## config.mk

```make
export PLATFORM = sky130hd
export DESIGN_NAME = pfp_udiv
export DESIGN_NICKNAME = d
export VERILOG_FILES = /design/src/plane_from_three_points_macros.svh /design/src/pfp_pkg.sv /design/src/pfp_udiv.sv
export SDC_FILE = /design/constraint.sdc
export NUM_CORES = 2
export LEC_CHECK = 0
export BUFFER_PORTS_ARGS = -buffer_cell sky130_fd_sc_hd__buf_2
export CORE_MARGIN = 10
export CORE_UTILIZATION = 64
export DETAILED_ROUTE_END_ITERATION = 6
export GPL_ROUTABILITY_DRIVEN = 0
export MAX_ROUTING_LAYER = met4
export PLACE_DENSITY = 0.81
export SLEW_MARGIN = 25
export SYNTH_ARGS = -nofsm -noshare
export SYNTH_HDL_FRONTEND = slang
export SYNTH_SLANG_ARGS = --single-unit
export TNS_END_PERCENT = 100
```

## constraint.sdc

```tcl
create_clock -name i_clk -period 12 [get_ports i_clk]
set_input_delay 2.4 -clock i_clk [delete_from_list [all_inputs] [get_ports i_clk]]
set_output_delay 2.4 -clock i_clk [all_outputs]
set_load 0.02 [all_outputs]
```

## src/plane_from_three_points_macros.svh

```systemverilog
// Assertion macros for the plane-from-three-points block.
// Used by the top level; no other dependencies.
`ifndef PLANE_FROM_THREE_POINTS_MACROS_SVH
`define PLANE_FROM_THREE_POINTS_MACROS_SVH
`ifndef SYNTHESIS
// Same-cycle implication under an active-low reset.
`define PFP_ASSERT_IMPL(lbl, clk, rstn, ante, cons, msg) \
    lbl: assert property (@(posedge clk) disable iff (!(rstn)) (ante) |-> (cons)) \
        else $error(msg);
// Next-cycle implication under an active-low reset.
`define PFP_ASSERT_NEXT(lbl, clk, rstn, ante, cons, msg) \
    lbl: assert property (@(posedge clk) disable iff (!(rstn)) (ante) |=> (cons)) \
        else $error(msg);
`else
`define PFP_ASSERT_IMPL(lbl, clk, rstn, ante, cons, msg)
`define PFP_ASSERT_NEXT(lbl, clk, rstn, ante, cons, msg)
`endif
`endif

```

## src/pfp_pkg.sv

```systemverilog
// Shared types and pipeline constants for the plane-from-three-points block.
// No dependencies.
package pfp_pkg;

    typedef struct packed {
        logic signed [31:0] point_a_x;
        logic signed [31:0] point_a_y;
        logic signed [31:0] point_a_z;
        logic signed [31:0] point_b_x;
        logic signed [31:0] point_b_y;
        logic signed [31:0] point_b_z;
        logic signed [31:0] point_c_x;
        logic signed [31:0] point_c_y;
        logic signed [31:0] point_c_z;
    } t_points;

    typedef struct packed {
        logic signed [31:0] normal_x;
        logic signed [31:0] normal_y;
        logic signed [31:0] normal_z;
        logic signed [31:0] offset;
        logic               degenerate;
    } t_plane;

    // exact cross product components
    typedef struct packed {
        logic signed [65:0] cx;
        logic signed [65:0] cy;
        logic signed [65:0] cz;
    } t_cross;

    // rescaled component: sign and 31-bit magnitude
    typedef struct packed {
        logic        neg;
        logic [30:0] mag;
    } t_comp;

    localparam int LAT_CROSS  = 3;
    localparam int LAT_SCALE  = 5;
    localparam int SQ_ITER    = 32;
    localparam int SQ_PER     = 2;
    localparam int LAT_SQRT   = SQ_ITER / SQ_PER;
    localparam int DIV_ITER   = 31;
    localparam int DIV_PER    = 2;
    localparam int LAT_DIV    = (DIV_ITER + DIV_PER - 1) / DIV_PER;
    localparam int LAT_OFS    = 4;
    localparam int LAT_FRONT  = LAT_CROSS + LAT_SCALE + LAT_SQRT + LAT_DIV;
    localparam int LAT_TOTAL  = LAT_FRONT + LAT_OFS;

endpackage

```

## src/pfp_udiv.sv

```systemverilog
// Pipelined rounded divide (mag * 2^30 + root/2) / root, two quotient bits per stage (one in the last).
// Depends on pfp_pkg.
module pfp_udiv import pfp_pkg::*; (
    input  logic        i_clk,
    input  logic        i_rst_n,
    input  logic        i_vld,
    input  logic [30:0] i_mag,
    input  logic [31:0] i_root,
    output logic        o_vld,
    output logic [30:0] o_quo
);
    typedef struct packed {
        logic [61:0] rem;
        logic [30:0] quo;
        logic [31:0] root;
    } t_dv;

    function automatic t_dv dv_step(t_dv s, int pos);
        logic [62:0] sub;
        t_dv r;
        r   = s;
        sub = {31'd0, s.root} << pos;
        if ({1'b0, s.rem} >= sub) begin
            r.rem = s.rem - sub[61:0];
            r.quo = {s.quo[29:0], 1'b1};
        end else begin
            r.quo = {s.quo[29:0], 1'b0};
        end
        return r;
    endfunction

    logic [LAT_DIV-1:0] r_vld;
    t_dv r_d [LAT_DIV];
    t_dv n_d [LAT_DIV];
    logic [61:0] num;

    assign num = ({31'd0, i_mag} << 30) + 62'(i_root >> 1);

    for (genvar g = 0; g < LAT_DIV; g++) begin : g_stage
        if (g == 0) begin : g_first
            always_comb begin
                n_d[g] = '{rem: num, quo: 31'd0, root: i_root};
                for (int j = 0; j < DIV_PER; j++) begin
                    if (g * DIV_PER + j < DIV_ITER) begin
                        n_d[g] = dv_step(n_d[g], DIV_ITER - 1 - (g * DIV_PER + j));
                    end
                end
            end
        end else begin : g_rest
            always_comb begin
                n_d[g] = r_d[g-1];
                for (int j = 0; j < DIV_PER; j++) begin
                    if (g * DIV_PER + j < DIV_ITER) begin
                        n_d[g] = dv_step(n_d[g], DIV_ITER - 1 - (g * DIV_PER + j));
                    end
                end
            end
        end
        always_ff @(posedge i_clk) begin
            r_d[g] <= n_d[g];
        end
    end

    always_ff @(posedge i_clk) begin
        if (!i_rst_n) begin
            r_vld <= '0;
        end else begin
            r_vld <= {r_vld[LAT_DIV-2:0], i_vld};
        end
    end

    assign o_vld = r_vld[LAT_DIV-1];
    assign o_quo = r_d[LAT_DIV-1].quo;
endmodule

```

Yosys cells after proc, flatten, opt, wreduce, memory -nomap -nowiden
Memory sizes are Yosys's and may differ from the RTL's.
Cells that the tools add are included.
- $add $sub $neg: 32
- $lt $le $gt $ge: 31
- muxes and demuxes: 62
- operators with widths (operator ; count):
    $mux W62 ; 31
    $add A61 B31 Y62 ; 1
    $ge A62 B32 Y1 ; 1
    $ge A62 B33 Y1 ; 1
    $ge A62 B34 Y1 ; 1
    $ge A62 B35 Y1 ; 1
    $ge A62 B36 Y1 ; 1
    $ge A62 B37 Y1 ; 1
    $ge A62 B38 Y1 ; 1
    $ge A62 B39 Y1 ; 1
    $ge A62 B40 Y1 ; 1
    $ge A62 B41 Y1 ; 1
    $ge A62 B42 Y1 ; 1
    $ge A62 B43 Y1 ; 1
    $ge A62 B44 Y1 ; 1
    $ge A62 B45 Y1 ; 1
    $ge A62 B46 Y1 ; 1
    $ge A62 B47 Y1 ; 1
    $ge A62 B48 Y1 ; 1
    $ge A62 B49 Y1 ; 1
    $ge A62 B50 Y1 ; 1
    $ge A62 B51 Y1 ; 1
    $ge A62 B52 Y1 ; 1
    $ge A62 B53 Y1 ; 1
    41 further kinds ; 71
- register bits: 16
- bits in writable memories: 2000
- bits of input ports: 66
- output and inout bits: 32
- word-level logic and storage cells: 127
- memories: 1
- memory list (name ; words ; width ; rd ports ; clocked after memory_dff ; wr ports ; line ; source):
    r_d ; 16 ; 125 ; 16 ; 0 ; 16 ; pfp_udiv.sv:33 ; t_dv r_d [LAT_DIV];

Depth between registers and ports, before layout
- word-level depth: 5
- mapped depth: 39
- gate-level depth less buffers: 36

Worst setup path after synthesis
No wires, ideal clock.
- kind: input-to-reg
- start: input port i_mag[0]
- end: memory r_d[0][101] (netlist bit)
- setup time: 121 ps
- arrival time: 9372 ps
- required time: 11879 ps
- slack: 2507 ps
- stages on the path: 37
- path buffers: 3
- path through: ha_1 -> nand2_1 -> nor3_1 -> nand3_1 -> nor4_1 -> nor2b_1 -> nand3_1 -> xor2_1 -> inv_1 -> ha_1 -> nand3_1 -> nor2_1 -> and3_1 -> nand4_1 -> o21ai_0 -> or3_1 -> a211oi_1 -> nor2_1 -> a21o_1 -> clkbuf_1 -> clkbuf_1 -> mux2_2 -> ha_1 -> a21o_1 -> a21oi_1 -> nor2b_1 -> o31a_1 -> o21ai_0 -> a21oi_1 -> a21o_1 -> o41a_1 -> a21o_1 -> o21a_1 -> o21ai_0 -> o21bai_1 -> clkbuf_1 -> mux2_2
- RTL lines (what ; line ; source):
    start: declaration ; pfp_udiv.sv:7 ; input logic [30:0] i_mag,
    end: declaration ; pfp_udiv.sv:33 ;

==> results.toml <==
[clock_network]
cts_hold_buf = 0
clock_latency_ns = 0.85
cts_resized = 0
clockBufferDepth = 3
cts_buffers = 154
cts_root_buffer = "clkbuf_16"
cts_tree = "built"
postCtsSetupRepairBufs = 0
htreeDepth = 4
cts.clk_slew.worst_paths_ns = 0.06
cts_sinks = 1472

[sta]
slew_headroom = 0.166
rsz0062_at_grt = "no"
fin_crit_ns = 10.49
skew_ns = 0.0508
setup_viol = 0
slew_violations = 0
clock.fmax_mhz = 95.3
timing.final.crit_share = 0.874
worst_pin_slew_ns = 1.22
hold_violations = 0
finalSetupTns_ns = 0

[yosys]
syn_inst = 12500
synth_fp_nets = 13600
ys_ff_latch = 1472
yosysTopAreaCell = "dfxtp_1"
synth-edff-count = 0
synth_top_area_share = 0.288
synth_cell_types = 97
ys.warnings.count = 0
synth_area_um2 = 102000
synth.yosys.seq_area_share = 0.288
synthTopCellsByArea = "dfxtp_1, ha_1, xnor2_1"
ys_async_sr_fraction = 0
synth_flop_cell = "dfxtp_1"
synth_area_per_cell_um2 = 8.18

[critical_path]
start_kind = "input port"
slowest_delay_ns = 0.67
worstPathRequired_ns = 12.73
timing_worst_setup_path_type = "input port to flop"
critPathCaptureType = "flop"
critPathMostFrequentCell = "nand3_1"
slowest_stage = "o21bai_4"
crit_fanout = 40
arrival_ns = 11.22

[routing]
wl_mm = 307
ant_nets = 0
routedWlPerCell_um = 21.0
vias = 95200
firstDrtPassIters = 7
via_per_inst = 6.50
detailedRoute.firstIterationViolations = 9612
drc_errors = 9

[global_route]
grt_antenna_before_repair = 11
gr-usage-all-layers = 0.344
grt_overflow = 0
grt_max_degree = 63
grt_pass1_wl_mm = 482
grt_pass1_vias = 92400

[die]
die_w_um = 420
ios = 98
initial_core_util = 0.645
core_um2 = 159000
die-area_um2 = 176000
dieHeight_um = 420
rows = 146

[layout]
areaGrowthSynthToFinish_pct = 7.23
nNetsFinal = 13500
seq_area_um2 = 29500
multiInputGateArea_um2 = 68200
fillers = 12500
layout-drive-gt1-share = 0.0702
final_cell_mix = "dfxtp_1, a21oi_1, nor2_1"
mostFrequentLayoutCell = "dfxtp_1"

[hold_path]
hold_path_class = "flop to flop"

[placed_design]
dpl.hpwl_mm = 242
port_buffers = 97

[flow_run]
drv_cap = 0

[outcome]
violations = "design-rule violations"
status = "finished, violations left"
[stage by stage]
| step | hold slack, ns | utilization | area [um^2] | cells | setup slack (ns) |
|---|---|---|---|---|---|
| after floorplan | 0.310 | - | 102000 | 12500 | 2.51 |
| after global placement | 0.310 | 0.657 | 104000 | 14300 | 1.02 |
| after detailed placement | 0.312 | 0.657 | 104000 | 14300 | 0.998 |
| after CTS | 0.318 | 0.691 | 110000 | 14600 | 1.83 |
| after global routing | 0.326 | 0.691 | 110000 | 14600 | 1.05 |
| final | 0.308 | 0.691 | 110000 | 14600 | 1.51 |
[sequential cells by signal, indices dropped and copies added, names as in the netlist]
signal,flops
r_vld,16
r_d,1456
[final timing paths]
| path | startpoint | endpoint | slack (ns) | cells past startpoint |
|---|---|---|---|---|
| max reg2reg | r_d[1][75]$_DFF_P_ | r_d[1][241]$_DFF_P_ | 2.27 | 27 |
| max | i_root[31] | r_d[0][104]$_DFF_P_ | 1.51 | 32 |
| min | r_d[1][673]$_DFF_P_ | r_d[1][800]$_DFF_P_ | 0.31 | 0 |
| min reg2reg | r_d[1][673]$_DFF_P_ | r_d[1][800]$_DFF_P_ | 0.31 | 0 |
[final cells by class]
cell class / count / share of cell area
Inverter: 850 / 0.0291
Tap cell: 2072 / 0.0236
Antenna cell: 11 / 0.000251
Multi-Input combinational cell: 9821 / 0.622
Timing Repair Buffer: 129 / 0.00680
Clock buffer: 194 / 0.0381
Clock inverter: 92 / 0.0114
Sequential cell: 1472 / 0.269
[critical path, delay by kind of cell]
kind / cells / cell delay [ns]
AO/OA/AOI/OAI: 7 / 2.01
XOR/XNOR: 1 / 0.24
adder cells (fa/ha/maj): 3 / 0.98
buffers and inverters: 4 / 0.98
multiplexers: 2 / 0.76
AND/OR/NAND/NOR: 15 / 3.83
[cell usage after synthesis, types with 194 or more instances]
cell type,instances
a21oi_1,1173
nand2_1,895
clkbuf_1,248
o21ai_0,710
mux2_2,323
nand4_1,246
xnor2_1,840
nor2_1,1009
inv_1,843
ha_1,994
a21o_1,499
xor2_1,376
dfxtp_1,1472
nor4_1,194
nor3_1,271
nand3_1,257
[metal layers]
metal	GRT usage	wire [um]
met2	0.555	140000
met1	0.387	117000
met3	0.0648	25600
met5	-	0
met4	0.236	24700
[logic make-up after synthesis]
kind of cell,count (synthesis),synth area share
AOI/OAI and AO/OA,3416,0.209
xor gates and xnor gates,1216,0.104
adders and majority gates,1024,0.128
buffers and inverters,1204,0.0462
DFF,1472,0.288
muxes,359,0.0391
and+or+nand+nor,3806,0.186
Power is not shown: default switching activity piles up to over one toggle a cycle in this logic, so the estimate is an artifact.
