[src/plane_from_three_points_macros.svh]
// Assertion macros for the plane-from-three-points block.
// Used by the top level; no other dependencies.
`ifndef PLANE_FROM_THREE_POINTS_MACROS_SVH
`define PLANE_FROM_THREE_POINTS_MACROS_SVH
`ifndef SYNTHESIS
// Same-cycle implication under an active-low reset.
`define PFP_ASSERT_IMPL(lbl, clk, rstn, ante, cons, msg) \
    lbl: assert property (@(posedge clk) disable iff (!(rstn)) (ante) |-> (cons)) \
        else $error(msg);
// Next-cycle implication under an active-low reset.
`define PFP_ASSERT_NEXT(lbl, clk, rstn, ante, cons, msg) \
    lbl: assert property (@(posedge clk) disable iff (!(rstn)) (ante) |=> (cons)) \
        else $error(msg);
`else
`define PFP_ASSERT_IMPL(lbl, clk, rstn, ante, cons, msg)
`define PFP_ASSERT_NEXT(lbl, clk, rstn, ante, cons, msg)
`endif
`endif

[src/pfp_pkg.sv]
// Shared types and pipeline constants for the plane-from-three-points block.
// No dependencies.
package pfp_pkg;

    typedef struct packed {
        logic signed [31:0] point_a_x;
        logic signed [31:0] point_a_y;
        logic signed [31:0] point_a_z;
        logic signed [31:0] point_b_x;
        logic signed [31:0] point_b_y;
        logic signed [31:0] point_b_z;
        logic signed [31:0] point_c_x;
        logic signed [31:0] point_c_y;
        logic signed [31:0] point_c_z;
    } t_points;

    typedef struct packed {
        logic signed [31:0] normal_x;
        logic signed [31:0] normal_y;
        logic signed [31:0] normal_z;
        logic signed [31:0] offset;
        logic               degenerate;
    } t_plane;

    // exact cross product components
    typedef struct packed {
        logic signed [65:0] cx;
        logic signed [65:0] cy;
        logic signed [65:0] cz;
    } t_cross;

    // rescaled component: sign and 31-bit magnitude
    typedef struct packed {
        logic        neg;
        logic [30:0] mag;
    } t_comp;

    localparam int LAT_CROSS  = 3;
    localparam int LAT_SCALE  = 5;
    localparam int SQ_ITER    = 32;
    localparam int SQ_PER     = 2;
    localparam int LAT_SQRT   = SQ_ITER / SQ_PER;
    localparam int DIV_ITER   = 31;
    localparam int DIV_PER    = 2;
    localparam int LAT_DIV    = (DIV_ITER + DIV_PER - 1) / DIV_PER;
    localparam int LAT_OFS    = 4;
    localparam int LAT_FRONT  = LAT_CROSS + LAT_SCALE + LAT_SQRT + LAT_DIV;
    localparam int LAT_TOTAL  = LAT_FRONT + LAT_OFS;

endpackage

[src/pfp_isqrt.sv]
// Pipelined integer square root of a 64-bit value, two bit pairs per stage.
// Depends on pfp_pkg.
module pfp_isqrt import pfp_pkg::*; (
    input  logic        i_clk,
    input  logic        i_rst_n,
    input  logic        i_vld,
    input  logic [63:0] i_val,
    output logic        o_vld,
    output logic [31:0] o_root
);
    typedef struct packed {
        logic [63:0] v;
        logic [63:0] res;
    } t_sq;

    function automatic t_sq sq_step(t_sq s, logic [63:0] bitv);
        logic [64:0] trial;
        t_sq r;
        trial = {1'b0, s.res} + {1'b0, bitv};
        if ({1'b0, s.v} >= trial) begin
            r.v   = s.v - trial[63:0];
            r.res = (s.res >> 1) + bitv;
        end else begin
            r.v   = s.v;
            r.res = s.res >> 1;
        end
        return r;
    endfunction

    logic [LAT_SQRT-1:0] r_vld;
    t_sq r_s [LAT_SQRT];
    t_sq n_s [LAT_SQRT];

    for (genvar g = 0; g < LAT_SQRT; g++) begin : g_stage
        if (g == 0) begin : g_first
            always_comb begin
                n_s[g] = '{v: i_val, res: 64'd0};
                for (int j = 0; j < SQ_PER; j++) begin
                    n_s[g] = sq_step(n_s[g], 64'd1 << (62 - 2 * (g * SQ_PER + j)));
                end
            end
        end else begin : g_rest
            always_comb begin
                n_s[g] = r_s[g-1];
                for (int j = 0; j < SQ_PER; j++) begin
                    n_s[g] = sq_step(n_s[g], 64'd1 << (62 - 2 * (g * SQ_PER + j)));
                end
            end
        end
        always_ff @(posedge i_clk) begin
            r_s[g] <= n_s[g];
        end
    end

    always_ff @(posedge i_clk) begin
        if (!i_rst_n) begin
            r_vld <= '0;
        end else begin
            r_vld <= {r_vld[LAT_SQRT-2:0], i_vld};
        end
    end

    assign o_vld  = r_vld[LAT_SQRT-1];
    assign o_root = r_s[LAT_SQRT-1].res[31:0];
endmodule

[config.mk]
export PLATFORM = sky130hd
export DESIGN_NAME = pfp_isqrt
export DESIGN_NICKNAME = d
export VERILOG_FILES = /design/src/plane_from_three_points_macros.svh /design/src/pfp_pkg.sv /design/src/pfp_isqrt.sv
export SDC_FILE = /design/constraint.sdc
export NUM_CORES = 2
export LEC_CHECK = 0
export BUFFER_PORTS_ARGS = -buffer_cell sky130_fd_sc_hd__buf_2
export CORE_AREA = 3 3 359 361
export DETAILED_ROUTE_END_ITERATION = 16
export DIE_AREA = 0 0 362 364
export GPL_TIMING_DRIVEN = 0
export MAX_ROUTING_LAYER = met4
export PLACE_DENSITY = 0.8
export SLEW_MARGIN = 20
export SYNTH_ARGS = -nofsm -noshare
export SYNTH_HDL_FRONTEND = slang
export SYNTH_SLANG_ARGS = --single-unit
export TNS_END_PERCENT = 5
[constraint.sdc]
create_clock -name i_clk -period 5.78 [get_ports i_clk]
set_clock_uncertainty 0.2 [all_clocks]
set_input_delay 1.156 -clock i_clk [delete_from_list [all_inputs] [get_ports i_clk]]
set_output_delay 1.156 -clock i_clk [all_outputs]
set_load 0.05 [all_outputs]
# Word-level counts from Yosys, hierarchy flattened

Memories as Yosys holds them, arrays and structs flattened.
Cells that the tools add are included.

Flip-flop bits (word level): 16
RAM bits: 2048
Input port bits: 67
Output and inout port bits: 33
Logic and storage cells: 160
Memories kept: 1

Memories:

| name | depth | bits a word | rd ports | clocked after Yosys merged registers in | write ports | line            | text |
|---|---|---|---|---|---|---|---|
| r_s  | 16    | 128         | 16       | 0                                       | 16          | pfp_isqrt.sv:31 | `t_sq r_s [LAT_SQRT];` |

Add/subtract/negate cells: 94
Magnitude comparators: 32
Multiplexer cells: 32

Operators with widths:

| operator                                                          | number |
|---|---|
| 128-bit 2-to-1 mux                                                | 32 |
| 64-bit by 65-bit greater-or-equal comparator with 1-bit output    | 31 |
| 64-bit subtractor                                                 | 31 |
| 64-bit by 1-bit adder with 65-bit output (second input constant)  | 1 |
| 64-bit by 11-bit adder with 65-bit output (second input constant) | 1 |
| 64-bit by 13-bit adder with 65-bit output (second input constant) | 1 |
| 64-bit by 15-bit adder with 65-bit output (second input constant) | 1 |
| 64-bit by 17-bit adder with 65-bit output (second input constant) | 1 |
| 64-bit by 19-bit adder with 65-bit output (second input constant) | 1 |
| 64-bit by 21-bit adder with 65-bit output (second input constant) | 1 |
| 64-bit by 23-bit adder with 65-bit output (second input constant) | 1 |
| 64-bit by 25-bit adder with 65-bit output (second input constant) | 1 |
| 64-bit by 27-bit adder with 65-bit output (second input constant) | 1 |
| 64-bit by 29-bit adder with 65-bit output (second input constant) | 1 |
| 64-bit by 3-bit adder with 65-bit output (second input constant)  | 1 |
| 64-bit by 31-bit adder with 65-bit output (second input constant) | 1 |
| 64-bit by 33-bit adder with 65-bit output (second input constant) | 1 |
| 64-bit by 35-bit adder with 65-bit output (second input constant) | 1 |
| 64-bit by 37-bit adder with 65-bit output (second input constant) | 1 |
| 64-bit by 39-bit adder with 65-bit output (second input constant) | 1 |
| 64-bit by 41-bit adder with 65-bit output (second input constant) | 1 |
| 64-bit by 43-bit adder with 65-bit output (second input constant) | 1 |
| 64-bit by 45-bit adder with 65-bit output (second input constant) | 1 |
| 64-bit by 47-bit adder with 65-bit output (second input constant) | 1 |
| other kinds (43)                                                  | 43 |

# Logic depth before layout (Yosys ltp)

Word-level depth: 6
Gate-level depth with buffers: 32
Mapped depth without buffers: 27

# Least setup slack after synthesis

No wires, ideal clock.

Kind: reg2reg
Start: memory r_s[13][120] (netlist bit)
End: memory r_s[14][81] (netlist bit)
Setup time: 0.121 ns
Arrival time: 6.054 ns
Slack: -0.596 ns
Stages on the path, launching flop included: 29
Buffers on the path: 6
Clock period less this slack: 6.376 ns
Cell sequence: dfxtp_1 -> or4_1 -> or3_1 -> or3_1 -> or4_1 -> buf_4 -> nor2_8 -> nand2_4 -> clkinv_2 -> buf_6 -> clkbuf_1 -> clkbuf_1 -> nand2_1 -> o21ai_0 -> ha_1 -> clkbuf_1 -> a21oi_1 -> o21ai_0 -> a211o_1 -> a31oi_1 -> or2_2 -> o21ai_2 -> a21oi_1 -> o21a_1 -> nand4_1 -> nor4_4 -> nand2_4 -> buf_6 -> mux2_4

RTL lines:

| element     | line |
|---|---|
| from (decl) | pfp_isqrt.sv:31 |

==> Implementation_results.wiki <==
{| class="wikitable"
! Metric !! Value
|-
| Failing checks || negative setup slack
|-
| Total placed cells including tap cells || 10400
|-
| Power per cell area || 491 nW/um^2
|-
| Proportion of synthesized chip area in sequential cells || 0.343
|-
| Most used cells in the layout excluding fill and tap cells || sky130_fd_sc_hd__dfxtp_1, sky130_fd_sc_hd__nor2_1, sky130_fd_sc_hd__nand2_1
|-
| Setup violations, final || 305
|-
| Bufs on Longest Clock Path || 3
|-
| Slew at the pin closest to its max-slew limit || 1030 ps
|-
| Boundary pin count || 100
|-
| Placeable core region || 126000 um^2
|-
| DRC violation total after the first TritonRoute iteration || 6139
|-
| Vias in the first global route || 64900
|-
| Clock latency on the worst-skew pair || 770 ps
|-
| Gate Count Post-Synth || 8680
|-
| Remaining routing DRC violations || 0
|-
| Total Routing Usage GR || 0.350
|-
| Switching share of power || 0.423
|-
| Number of distinct standard cells referenced by the synthesized netlist || 117
|-
| DRT Pass-1 Iters || 6
|-
| Count of antenna-violating nets left after detailed routing || 0
|-
| Flop and latch count out of synthesis || 1248
|-
| Via total after detailed routing || 67200
|-
| Net Count, Synth || 9318
|-
| Max rail drop VDD || 367 uV
|-
| First-pass GRT wire length || 360 mm
|-
| H-tree levels || 4
|-
| Yosys Warn Count || 0
|-
| Status || finished, violations left
|-
| Remaining max-slew budget at the tightest pin || 0.306
|-
| GP Congestion || 1.00
|-
| Final critical-path setup slack || -532 ps
|-
| TritonCTS clock tree || built
|-
| IO Port Bufs || 99
|-
| Average cell area after synthesis || 8.38 um^2
|-
| Final hold violations || 0
|-
| Most frequent standard cell in the layout excluding fill and tap cells || sky130_fd_sc_hd__dfxtp_1
|-
| Post-Syn Area || 72800 um^2
|-
| Signed area change from the synthesized netlist to the final layout || 17.2%
|-
| Die area || 132000 um^2
|-
| Depth of the worst register-to-register path || 25
|-
| Floorplan row count || 130
|-
| Total internal power || 0.0242 W
|-
| Slack of the worst reg-to-reg path || -530 ps
|-
| Via-to-Cell Ratio || 6.25
|-
| Unrepaired setup endpoints after global routing || yes
|-
| Critical R2R Launch || r_s[13][121]$_DFF_P_
|-
| Final setup TNS || -53670 ps
|-
| Clock transition time at the flip-flop clock pins of the worst setup and hold paths || 70 ps
|-
| Finished Layout Cells || 10700
|-
| Flip-flop cell with the highest count after synthesis || sky130_fd_sc_hd__dfxtp_1
|-
| Net switching power of the design || 0.0177 W
|-
| Number of antenna violations at the first check in global routing || 2
|-
| Critical Path End || r_s[14][88]$_DFF_P_
|-
| Maximum fanout encountered on the critical timing path || 7
|-
| CTS root buffer || sky130_fd_sc_hd__clkbuf_16
|-
| Critical path launch point type || register
|-
| Crit path kind || register to register
|-
| Final min period || 6310 ps
|-
| Required time reported for the critical path endpoint || 6210 ps
|-
| Start point of the critical path || r_s[13][121]$_DFF_P_
|-
| Number of synthesized flops with an enable pin || 0
|-
| Wire length after detailed routing || 234 mm
|-
| Upper clock frequency limit || 0.158 GHz
|-
| Worst setup EP type || register
|-
| # hold bufs at CTS || 0
|-
| Async S/R FF share, synth || 0
|-
| Proportion of layout cells with a drive suffix above 1 || 0.147
|-
| Final net count || 9630
|-
| Largest net degree at the start of global routing || 18
|-
| Comb power frac || 0.482
|-
| Number of max-slew violations in the final report || 0
|-
| Total gr overflow || 0
|-
| CTS Buf Count || 130
|-
| Worst endpoint data arrival time || 6740 ps
|-
| Die height || 364 um
|-
| Hpwl dp || 180 mm
|-
| Number of sinks on the clock net || 1248
|-
| Initial standard-cell utilization of the core || 0.579
|-
| Path type of the worst min-delay path || register to register
|-
| Static leakage || 37.4 nW
|-
| Share of the clock period used by the worst path || 1.09
|-
| Average wire length per cell after detail routing || 21.8 um
|-
| Share of total power in sequential cells || 0.303
|-
| Endpoint of the worst register-to-register path || r_s[14][88]$_DFF_P_
|-
| Die Wd || 362 um
|-
| Max Cap Viol || 0
|-
| Power share of the clock group || 0.214
|}
[flip-flops by register name, summed over array words and instances (netlist names)]
signal,cells
r_s,1232
r_vld,16
[cell families (layout without fill, tap and decap cells)]
group	count (synthesis)	count (layout)	share of synthesized area
buf+inv	755	1169	0.0408
simple gates	3111	3111	0.221
compound gates	2102	2102	0.186
fa+ha+maj	571	571	0.0982
other cells	0	5	0
mux	102	102	0.0162
xor+xnor	791	791	0.0952
flops	1248	1248	0.343
[Yosys cell counts, drive strengths merged (79+ instances only)]
library cell	number	area [um^2]
a21o	269	2020
o21a	99	743
dfxtp	1248	25000
xor2	313	2740
a21oi	689	3450
xnor2	478	4190
ha	571	7140
o31ai	90	694
clkbuf	204	768
o21ai	395	1980
inv	477	1800
mux2	79	950
nand2	680	2570
nand3	228	1150
nor2	754	2850
nor2b	100	626
and3	83	519
nor3	238	1220
and2	86	541
nor4	241	1550
nand2b	90	563
nand4	208	1300
[per-layer routing]
metal	global-route usage	vias up	routed length, um	part of all wire
li1	-	31900	-	-
met1	0.444	32000	101000	0.43
met2	0.574	2692	109000	0.47
met3	0.0486	635	15900	0.068
met4	0.121	0	8670	0.037
met5	-	-	0	0
[worst min-delay path by stage]
stage | to | startpoint | slack, ps | depth (start not counted)
after floorplan | r_s[14][66]$_DFF_P_ | r_s[13][66]$_DFF_P_ | 120 | 0
after global placement | r_s[7][68]$_DFF_P_ | r_s[6][68]$_DFF_P_ | 130 | 0
after detailed placement | r_s[7][84]$_DFF_P_ | r_s[6][84]$_DFF_P_ | 140 | 0
after CTS | r_s[11][22]$_DFF_P_ | r_s[10][24]$_DFF_P_ | 120 | 0
after global routing | r_s[11][22]$_DFF_P_ | r_s[10][24]$_DFF_P_ | 120 | 0
final | r_s[11][22]$_DFF_P_ | r_s[10][24]$_DFF_P_ | 120 | 0
[per-stage QoR]
step	total power, W	instance area (um^2)	worst slack [ps]	hold WS [ps]	util
finish	0.0419	85300	-532	116	0.678
global route	0.0443	85300	-633	124	0.678
CTS	0.0408	83600	-473	116	0.665
detailed placement	0.0309	75500	-2950	137	0.600
global placement	0.0306	75400	-3020	132	0.600
floorplan	0.0262	72900	-307	123	-
[worst max-delay path: stages, from the launching register on]
cell and delay (ps):
sky130_fd_sc_hd__dfxtp_2 330, sky130_fd_sc_hd__or4_4 530, sky130_fd_sc_hd__or3_4 340, sky130_fd_sc_hd__or3_4 360, sky130_fd_sc_hd__or4_4 570, sky130_fd_sc_hd__nor2_8 140, sky130_fd_sc_hd__nand2_8 90, sky130_fd_sc_hd__clkbuf_16 190
sky130_fd_sc_hd__clkbuf_16 180, sky130_fd_sc_hd__a21oi_4 180, sky130_fd_sc_hd__ha_4 240, sky130_fd_sc_hd__and4_4 190, sky130_fd_sc_hd__and3_4 170, sky130_fd_sc_hd__a211o_1 270, sky130_fd_sc_hd__a31oi_2 200, sky130_fd_sc_hd__or2_4 170
sky130_fd_sc_hd__o21ai_4 80, sky130_fd_sc_hd__a21oi_4 200, sky130_fd_sc_hd__o21a_1 200, sky130_fd_sc_hd__nand4_1 140, sky130_fd_sc_hd__nor4_4 340, sky130_fd_sc_hd__buf_12 190, sky130_fd_sc_hd__nand2_8 70, sky130_fd_sc_hd__buf_12 190
sky130_fd_sc_hd__buf_16 140, sky130_fd_sc_hd__mux2_4 280
[what timing repair did]
action | in CTS | in global routing
pin swaps | 113 | 104
cloned | 5 | 1
setup endpoints to repair | 457 | 463
setup buffers | 102 | 34
gates resized for setup | 683 | 328
[final cells by class]
cell class | instances | area [um^2]
antenna | 5 | 12.5
buffer | 212 | 1680
clock buffer | 169 | 3680
clock inverter | 65 | 1020
fill | 10200 | 40400
inverter | 480 | 1860
multi-input combinational | 6677 | 48200
sequential | 1248 | 25000
tap | 1650 | 2060
timing repair buffer | 242 | 1690
timing repair inverter | 1 | 8.76
[power by group through the flow]
stage | clock network (W) | registers [W] | logic [W]
2_1_floorplan | 0 | 0.0118 | 0.0144
3_5_place_dp | 0 | 0.0127 | 0.0182
5_1_grt | 0.00942 | 0.0128 | 0.0221
3_3_place_gp | 0 | 0.0126 | 0.0180
4_1_cts | 0.00906 | 0.0126 | 0.0192
6_report | 0.00898 | 0.0127 | 0.0202
Note: power is estimated with default switching activity, not from simulation.
